File: config.mk
export PLATFORM = sky130hd
export DESIGN_NAME = mtlm_ctrl
export DESIGN_NICKNAME = d
export VERILOG_FILES = /design/src/hw/rtl/mtlm_pkg.sv /design/src/hw/rtl/mtlm_ctrl.sv
export SDC_FILE = /design/constraint.sdc
export NUM_CORES = 1
export LEC_CHECK = 0
export ABC_AREA = 1
export BUFFER_PORTS_ARGS = -buffer_cell sky130_fd_sc_hd__buf_2
export CAP_MARGIN = 20
export CORE_MARGIN = 1
export CORE_UTILIZATION = 50
export DETAILED_ROUTE_END_ITERATION = 12
export PLACE_DENSITY = 0.79
export REMOVE_ABC_BUFFERS = 1
export SYNTH_ARGS = -nofsm -noshare
export SYNTH_HDL_FRONTEND = slang
export SYNTH_SLANG_ARGS = --single-unit
File: constraint.sdc
create_clock -name clk_i -period 3.5 [get_ports clk_i]
set_input_delay 0.175 -clock clk_i [delete_from_list [all_inputs] [get_ports clk_i]]
set_output_delay 0.175 -clock clk_i [all_outputs]
set_load 0.02 [all_outputs]
File: src/hw/rtl/mtlm_pkg.sv
package mtlm_pkg;

  localparam int MaxNodes   = 1024;
  localparam int NodeW      = $clog2(MaxNodes);
  localparam int CntW       = $clog2(MaxNodes + 1);
  localparam int UidW       = 32;
  localparam int ArityW     = 5;
  localparam int CfgIdxW    = 2;
  localparam int CfgDataW   = 11;
  localparam int ProdW      = NodeW + ArityW;
  localparam int RecipW     = 17;
  localparam int RecipShift = 16;
  localparam int ParProdW   = NodeW + RecipW;
  localparam int DeltaW     = CntW + 2;

  typedef enum logic [1:0] {
    ACT_LOCK    = 2'd0,
    ACT_UNLOCK  = 2'd1,
    ACT_UPGRADE = 2'd2
  } action_e;

  typedef enum logic [CfgIdxW-1:0] {
    CFG_ARITY      = 2'd0,
    CFG_NODE_COUNT = 2'd1
  } cfg_index_e;

  typedef enum logic [2:0] {
    CUR_HOLD,
    CUR_X,
    CUR_ZERO,
    CUR_INC,
    CUR_PARENT,
    CUR_LO
  } cur_op_e;

  typedef enum logic [1:0] {
    LVL_HOLD,
    LVL_X,
    LVL_NEXT
  } lvl_op_e;

  typedef enum logic [3:0] {
    ST_CLEAR,
    ST_IDLE,
    ST_START,
    ST_L_RD,
    ST_L_CHK,
    ST_U_RD,
    ST_U_CHK,
    ST_G_RD,
    ST_G_CHK,
    ST_S_LEVEL,
    ST_S_RD,
    ST_S_EVAL,
    ST_P_RD,
    ST_P_UPD,
    ST_DONE
  } state_e;

  typedef struct packed {
    logic    load_req;
    cur_op_e cur_op;
    lvl_op_e lvl_op;
    logic    wr_clear;
    logic    wr_path;
  } cmd_t;

  typedef struct packed {
    logic [1:0] act;
    logic       in_range;
    logic       cur_is_x;
    logic       cur_is_zero;
    logic       cur_is_hi;
    logic       cur_is_last;
    logic       rd_locked;
    logic       rd_cnt_zero;
    logic       owner_match;
    logic       lvl_valid;
  } sts_t;

  // ceil(2^16 / m), exact parent for every node index below MaxNodes
  localparam logic [RecipW-1:0] Recip [32] = '{
    17'd65536, 17'd65536, 17'd32768, 17'd21846, 17'd16384, 17'd13108, 17'd10923, 17'd9363,
    17'd8192,  17'd7282,  17'd6554,  17'd5958,  17'd5462,  17'd5042,  17'd4682,  17'd4370,
    17'd4096,  17'd3856,  17'd3641,  17'd3450,  17'd3277,  17'd3121,  17'd2979,  17'd2850,
    17'd2731,  17'd2622,  17'd2521,  17'd2428,  17'd2341,  17'd2260,  17'd2185,  17'd2115
  };

endpackage

File: src/hw/rtl/mtlm_ctrl.sv
module mtlm_ctrl (
  input  logic           clk_i,
  input  logic           rst_ni,
  input  logic           req_valid_i,
  output logic           req_ready_o,
  output logic           rsp_valid_o,
  input  logic           rsp_ready_i,
  output logic           granted_o,
  input  logic           cfg_clear_i,
  input  mtlm_pkg::sts_t sts_i,
  output mtlm_pkg::cmd_t cmd_o
);
  import mtlm_pkg::*;

  state_e state_q, state_d;
  logic   rel_q, rel_d;
  logic   grant_q, grant_d;
  logic   rsp_valid_q, rsp_valid_d;
  logic   rsp_granted_q, rsp_granted_d;

  assign req_ready_o = state_q == ST_IDLE;
  assign rsp_valid_o = rsp_valid_q;
  assign granted_o   = rsp_granted_q;

  always_comb begin
    state_d       = state_q;
    rel_d         = rel_q;
    grant_d       = grant_q;
    rsp_valid_d   = rsp_valid_q & ~rsp_ready_i;
    rsp_granted_d = rsp_granted_q;
    cmd_o         = '{load_req: 1'b0, cur_op: CUR_HOLD, lvl_op: LVL_HOLD,
                      wr_clear: 1'b0, wr_path: 1'b0};

    unique case (state_q)
      ST_CLEAR: begin
        cmd_o.wr_clear = 1'b1;
        if (sts_i.cur_is_last) begin
          state_d = ST_IDLE;
        end else begin
          cmd_o.cur_op = CUR_INC;
        end
      end
      ST_IDLE: begin
        if (req_valid_i) begin
          cmd_o.load_req = 1'b1;
          state_d        = ST_START;
        end
      end
      ST_START: begin
        grant_d = 1'b0;
        if (!sts_i.in_range) begin
          state_d = ST_DONE;
        end else begin
          unique case (sts_i.act)
            ACT_LOCK:    state_d = ST_L_RD;
            ACT_UNLOCK:  state_d = ST_U_RD;
            ACT_UPGRADE: state_d = ST_G_RD;
            default:     state_d = ST_DONE;
          endcase
        end
      end
      ST_L_RD: state_d = ST_L_CHK;
      ST_L_CHK: begin
        if (sts_i.rd_locked || (sts_i.cur_is_x && !sts_i.rd_cnt_zero)) begin
          state_d = ST_DONE;
        end else if (sts_i.cur_is_zero) begin
          cmd_o.cur_op = CUR_X;
          state_d      = ST_P_RD;
        end else begin
          cmd_o.cur_op = CUR_PARENT;
          state_d      = ST_L_RD;
        end
      end
      ST_U_RD: state_d = ST_U_CHK;
      ST_U_CHK: begin
        state_d = (sts_i.rd_locked && sts_i.owner_match) ? ST_P_RD : ST_DONE;
      end
      ST_G_RD: state_d = ST_G_CHK;
      ST_G_CHK: begin
        if (sts_i.rd_locked) begin
          state_d = ST_DONE;
        end else begin
          rel_d        = 1'b0;
          cmd_o.lvl_op = LVL_X;
          state_d      = ST_S_LEVEL;
        end
      end
      ST_S_LEVEL: begin
        if (sts_i.lvl_valid) begin
          cmd_o.lvl_op = LVL_NEXT;
          cmd_o.cur_op = CUR_LO;
          state_d      = ST_S_RD;
        end else if (rel_q) begin
          cmd_o.cur_op = CUR_X;
          state_d      = ST_P_RD;
        end else begin
          rel_d        = 1'b1;
          cmd_o.lvl_op = LVL_X;
        end
      end
      ST_S_RD: state_d = ST_S_EVAL;
      ST_S_EVAL: begin
        cmd_o.wr_clear = rel_q;
        if (!rel_q && sts_i.rd_locked && !sts_i.owner_match) begin
          cmd_o.wr_clear = 1'b0;
          state_d        = ST_DONE;
        end else if (sts_i.cur_is_hi) begin
          state_d = ST_S_LEVEL;
        end else begin
          cmd_o.cur_op = CUR_INC;
          state_d      = ST_S_RD;
        end
      end
      ST_P_RD: state_d = ST_P_UPD;
      ST_P_UPD: begin
        cmd_o.wr_path = 1'b1;
        if (sts_i.cur_is_zero) begin
          grant_d = 1'b1;
          state_d = ST_DONE;
        end else begin
          cmd_o.cur_op = CUR_PARENT;
          state_d      = ST_P_RD;
        end
      end
      ST_DONE: begin
        if (!rsp_valid_q || rsp_ready_i) begin
          rsp_valid_d   = 1'b1;
          rsp_granted_d = grant_q;
          state_d       = ST_IDLE;
        end
      end
      default: state_d = ST_CLEAR;
    endcase

    if (cfg_clear_i) begin
      state_d        = ST_CLEAR;
      cmd_o.cur_op   = CUR_ZERO;
      cmd_o.load_req = 1'b0;
      cmd_o.wr_clear = 1'b0;
      cmd_o.wr_path  = 1'b0;
    end
  end

  always_ff @(posedge clk_i or negedge rst_ni) begin
    if (!rst_ni) begin
      state_q       <= ST_CLEAR;
      rel_q         <= 1'b0;
      grant_q       <= 1'b0;
      rsp_valid_q   <= 1'b0;
      rsp_granted_q <= 1'b0;
    end else begin
      state_q       <= state_d;
      rel_q         <= rel_d;
      grant_q       <= grant_d;
      rsp_valid_q   <= rsp_valid_d;
      rsp_granted_q <= rsp_granted_d;
    end
  end

endmodule

; After elaboration in Yosys (flattened, before gate mapping)
; Index checks and enable logic that the tools add are counted.
[op_classes]
eq_ne = 23
n_reduce_logical = 18
bitwise_logic = 2
mux = 42
[ops]
columns = operator, n
row1 = 4-bit one-hot mux with 15 select lines, 1
row2 = 4-bit 2-to-1 mux, 10
row3 = "4-bit equality test, second input constant", 7
row4 = "4-bit by 3-bit equality test with 1-bit output, second input constant", 4
row5 = 3-bit 2-to-1 mux, 5
row6 = 3-bit one-hot mux with 5 select lines, 1
row7 = 2-bit 2-to-1 mux, 7
row8 = 1-bit 2-to-1 mux, 12
row9 = 4-bit one-hot mux with 3 select lines, 1
row10 = "4-bit by 2-bit equality test with 1-bit output, second input constant", 2
row11 = "2-bit != test, second input constant", 3
row12 = "3-bit != test, second input constant", 2
row13 = 1-bit one-hot mux with 2 select lines, 3
row14 = 5-bit 2-to-1 mux, 1
row15 = "4-bit by 1-bit equality test with 1-bit output, second input constant", 1
row16 = 1-bit logical AND, 4
row17 = 1-bit zero test, 4
row18 = 4-bit zero test, 1
row19 = "4-bit != test, second input constant", 1
row20 = 2-bit one-hot mux with 2 select lines, 1
row21 = 2-bit AND reduction, 2
row22 = 4-bit AND reduction, 1
row23 = 2-bit nonzero test, 2
row24 = "3-bit by 2-bit != test with 1-bit output, second input constant", 1
row25 = 7 further kinds, 8
[totals]
wordCells = 90
ff_bits = 8

; Logic depth before layout (Yosys ltp)
[logic_depth]
depth_word = 6
mapped_depth = 9

; Worst setup path before layout
; Ideal clock, no wire load.
[synth_path]
kind = reg-to-output
startpoint = reg state_q[3]
endpoint = out cmd_o[6] in the netlist's numbering
path_slack_ns = 1.963
stages_incl_launch_ff = 7
t_arrival_ns = 1.362
path_cell_list = dfrtp_1 -> inv_1 -> nor2_1 -> nand3_1 -> inv_1 -> a211oi_1 -> nor2_1
[synth_rtl]
columns = item, line_no
row1 = start: declaration, mtlm_ctrl.sv:15  ; state_e state_q, state_d;
row2 = start signal: assignment, mtlm_ctrl.sv:152  ; state_q <= state_d;
row3 = end: declaration, mtlm_ctrl.sv:11  ; output mtlm_pkg::cmd_t cmd_o

==> qor.yml <==
worstSetupStartpointType: "flop"
worstSetupPathType: "reg -> out"
gp_congestion: 0.952
track_usage: 0.256
grt_pass1_wl_mm: 3.52
postSynthAreaPerCell_sq_um: 5.32
cts_buffers: 3
reg2reg_depth: 9
cts_resized: 0
crit_arrival_ns: 1.75
status: "completed"
holdCritPathClass: "in -> reg"
wire_per_inst_um: 10.8
htreeDepth: 1
vias: 1024
area_growth_pct: 22.9
synthCells: 150
hpwl_mm: 1.77
wl_mm: 2.12
drt_iter0_drc: 62
r2r-start: "state_q[0]"
hold_depth: 4
drive_above_1_share: 0.189
slew_viol_final: 0
stdcell_count: 196
setup_violations: 0
power.leakage_uw: 0.000584
yosysSeqAreaShare: 0.251
relSlewSlack: 0.798
tns_ns: 0
r2r_end: "state_q[0]"
synth_seq_cells: 8
crit_path_start: "state_q[2]"
cts-root-buf: "clkbuf_4"
cpMostUsedCell: "nor2_1"
holdPathEnd: "rsp_valid_o"
synthDistinctLibCells: 17
initial_utilization: 0.530
max_stage_delay_ns: 0.44
final_area_sq_um: 981
clock_skew_ns: 0.000444
max_freq_mhz: 519
dpl_cell_area_sq_um: 948
layout_common_cells: "nand2_1, nor2_1, buf_2"
hold_viol_final: 0
n_antenna_cell: 0
core_sq_mm: 0.00151
fp.dieW_um: 42.0
min_period_ns: 1.93
clock_latency_ns: 0.25
worstPathMaxFanout: 7
clock_sink_count: 8
cp_slowest_cell: "dfrtp_1"
vias_per_cell: 5.22
dieArea_sq_mm: 0.00176
crit_chain: "inv_1, nand2_1, nor2_1, inv_2, nor2_1, nand2_1, nand2_1, nor2_1, nor2_1, buf_2"
cts_setup_buffers: 0
clkTransAtPathRegs_ns: 0.05
hold_buffers: 1
antenna_found_initial: 0
globalRouteOverflowTotal: 0
remaining_drc_errors: 0
ant_nets: 0
p_per_area_mw_per_mm2: 619
rsz0062_at_grt: "false"
worstMarginPinSlew_ns: 0.302
regToRegSetupSlack_ns: 2.01
endpoint_kind: "output pin"
cap_violations: 0
grt_pass1_vias: 883
layout_commonest_cell: "nand2_1"
netlist_area_sq_um: 798
vdd_drop_max_mv: 0.414
numPortBuffers: 26
die_h_um: 42.0
dp_cells: 192
synth-warning-count: 0
tritoncts: "built"
drt_pre_antenna_iters: 5
final_nets: 198
num_io_pins: 27
post-route-period-util: 0.551
whs_ns: 0.216
grt_max_degree: 9
hp-start: "rsp_ready_i"
crit_required_ns: 3.32
clock_path_buffers: 2
num_rows: 14
logic make-up (layout without fill, tap and decap cells):
family	Yosys count	count (layout)	share of synthesized area
compound gates	15	15	0.103
buf+inv	19	49	0.0893
simple gates	108	108	0.556
flops	8	8	0.251
sequential cells by signal (all words and copies together) (netlist names):
register / count
state_q: 4
grant_q: 1
granted_o: 1
rel_q: 1
rsp_valid_o: 1
power by group:
group / internal, uW / switching (uW)
combinational: 123 / 258
clock: 39.1 / 29.7
sequential: 120 / 36.9
critical path: cells and delay by family, from the launching register on:
family	cells	cell delay [ns]
buffers and inverters	3	0.36
DFF	1	0.44
and+or+nand+nor	7	0.70
Yosys cell counts:
library cell / instances / share of area
a21boi_0: 1 / 0.0094
a211oi_1: 1 / 0.0094
nor2_1: 31 / 0.15
nor3_2: 1 / 0.013
inv_2: 2 / 0.0094
nand3_1: 12 / 0.075
nand2_2: 1 / 0.0078
o21ai_0: 8 / 0.050
nand3b_1: 2 / 0.019
dfrtp_1: 8 / 0.25
o211ai_1: 1 / 0.0094
nor4_1: 1 / 0.0078
a21oi_1: 4 / 0.025
nand2_1: 57 / 0.27
inv_1: 17 / 0.080
nor2_2: 1 / 0.0078
nor3_1: 2 / 0.013
metal layers:
layer / up-vias / part of all wire / track usage
met5: - / 0 / 0
met4: 0 / 0 / 0.0387
met3: 0 / 0.081 / 0.0522
met2: 49 / 0.44 / 0.394
met1: 443 / 0.48 / 0.376
li1: 532 / - / -
worst max path at each step:
stage | slack [ns] | depth (start not counted) | endpoint
3_5_place_dp | 1.86 | 10 | cmd_o[4]
2_1_floorplan | 1.96 | 6 | cmd_o[6]
3_3_place_gp | 1.89 | 10 | cmd_o[4]
6_report | 1.57 | 10 | cmd_o[4]
4_1_cts | 1.58 | 10 | cmd_o[4]
5_1_grt | 1.39 | 10 | cmd_o[4]
stage by stage:
step	power [uW]	worst slack [ns]	util
after CTS	603	1.58	0.651
after floorplan	430	1.96	-
after global routing	674	1.39	0.651
after global placement	529	1.89	0.630
final	607	1.57	0.651
after detailed placement	530	1.86	0.630
cell type report:
cell class | count | area [sq um]
multi-input combinational | 123 | 527
fill | 152 | 526
timing repair buffer | 27 | 140
clock buffer | 3 | 22.5
sequential | 8 | 200
inverter | 19 | 71.3
tap | 16 | 20.0
No activity file was read; power rests on OpenSTA's default activity.
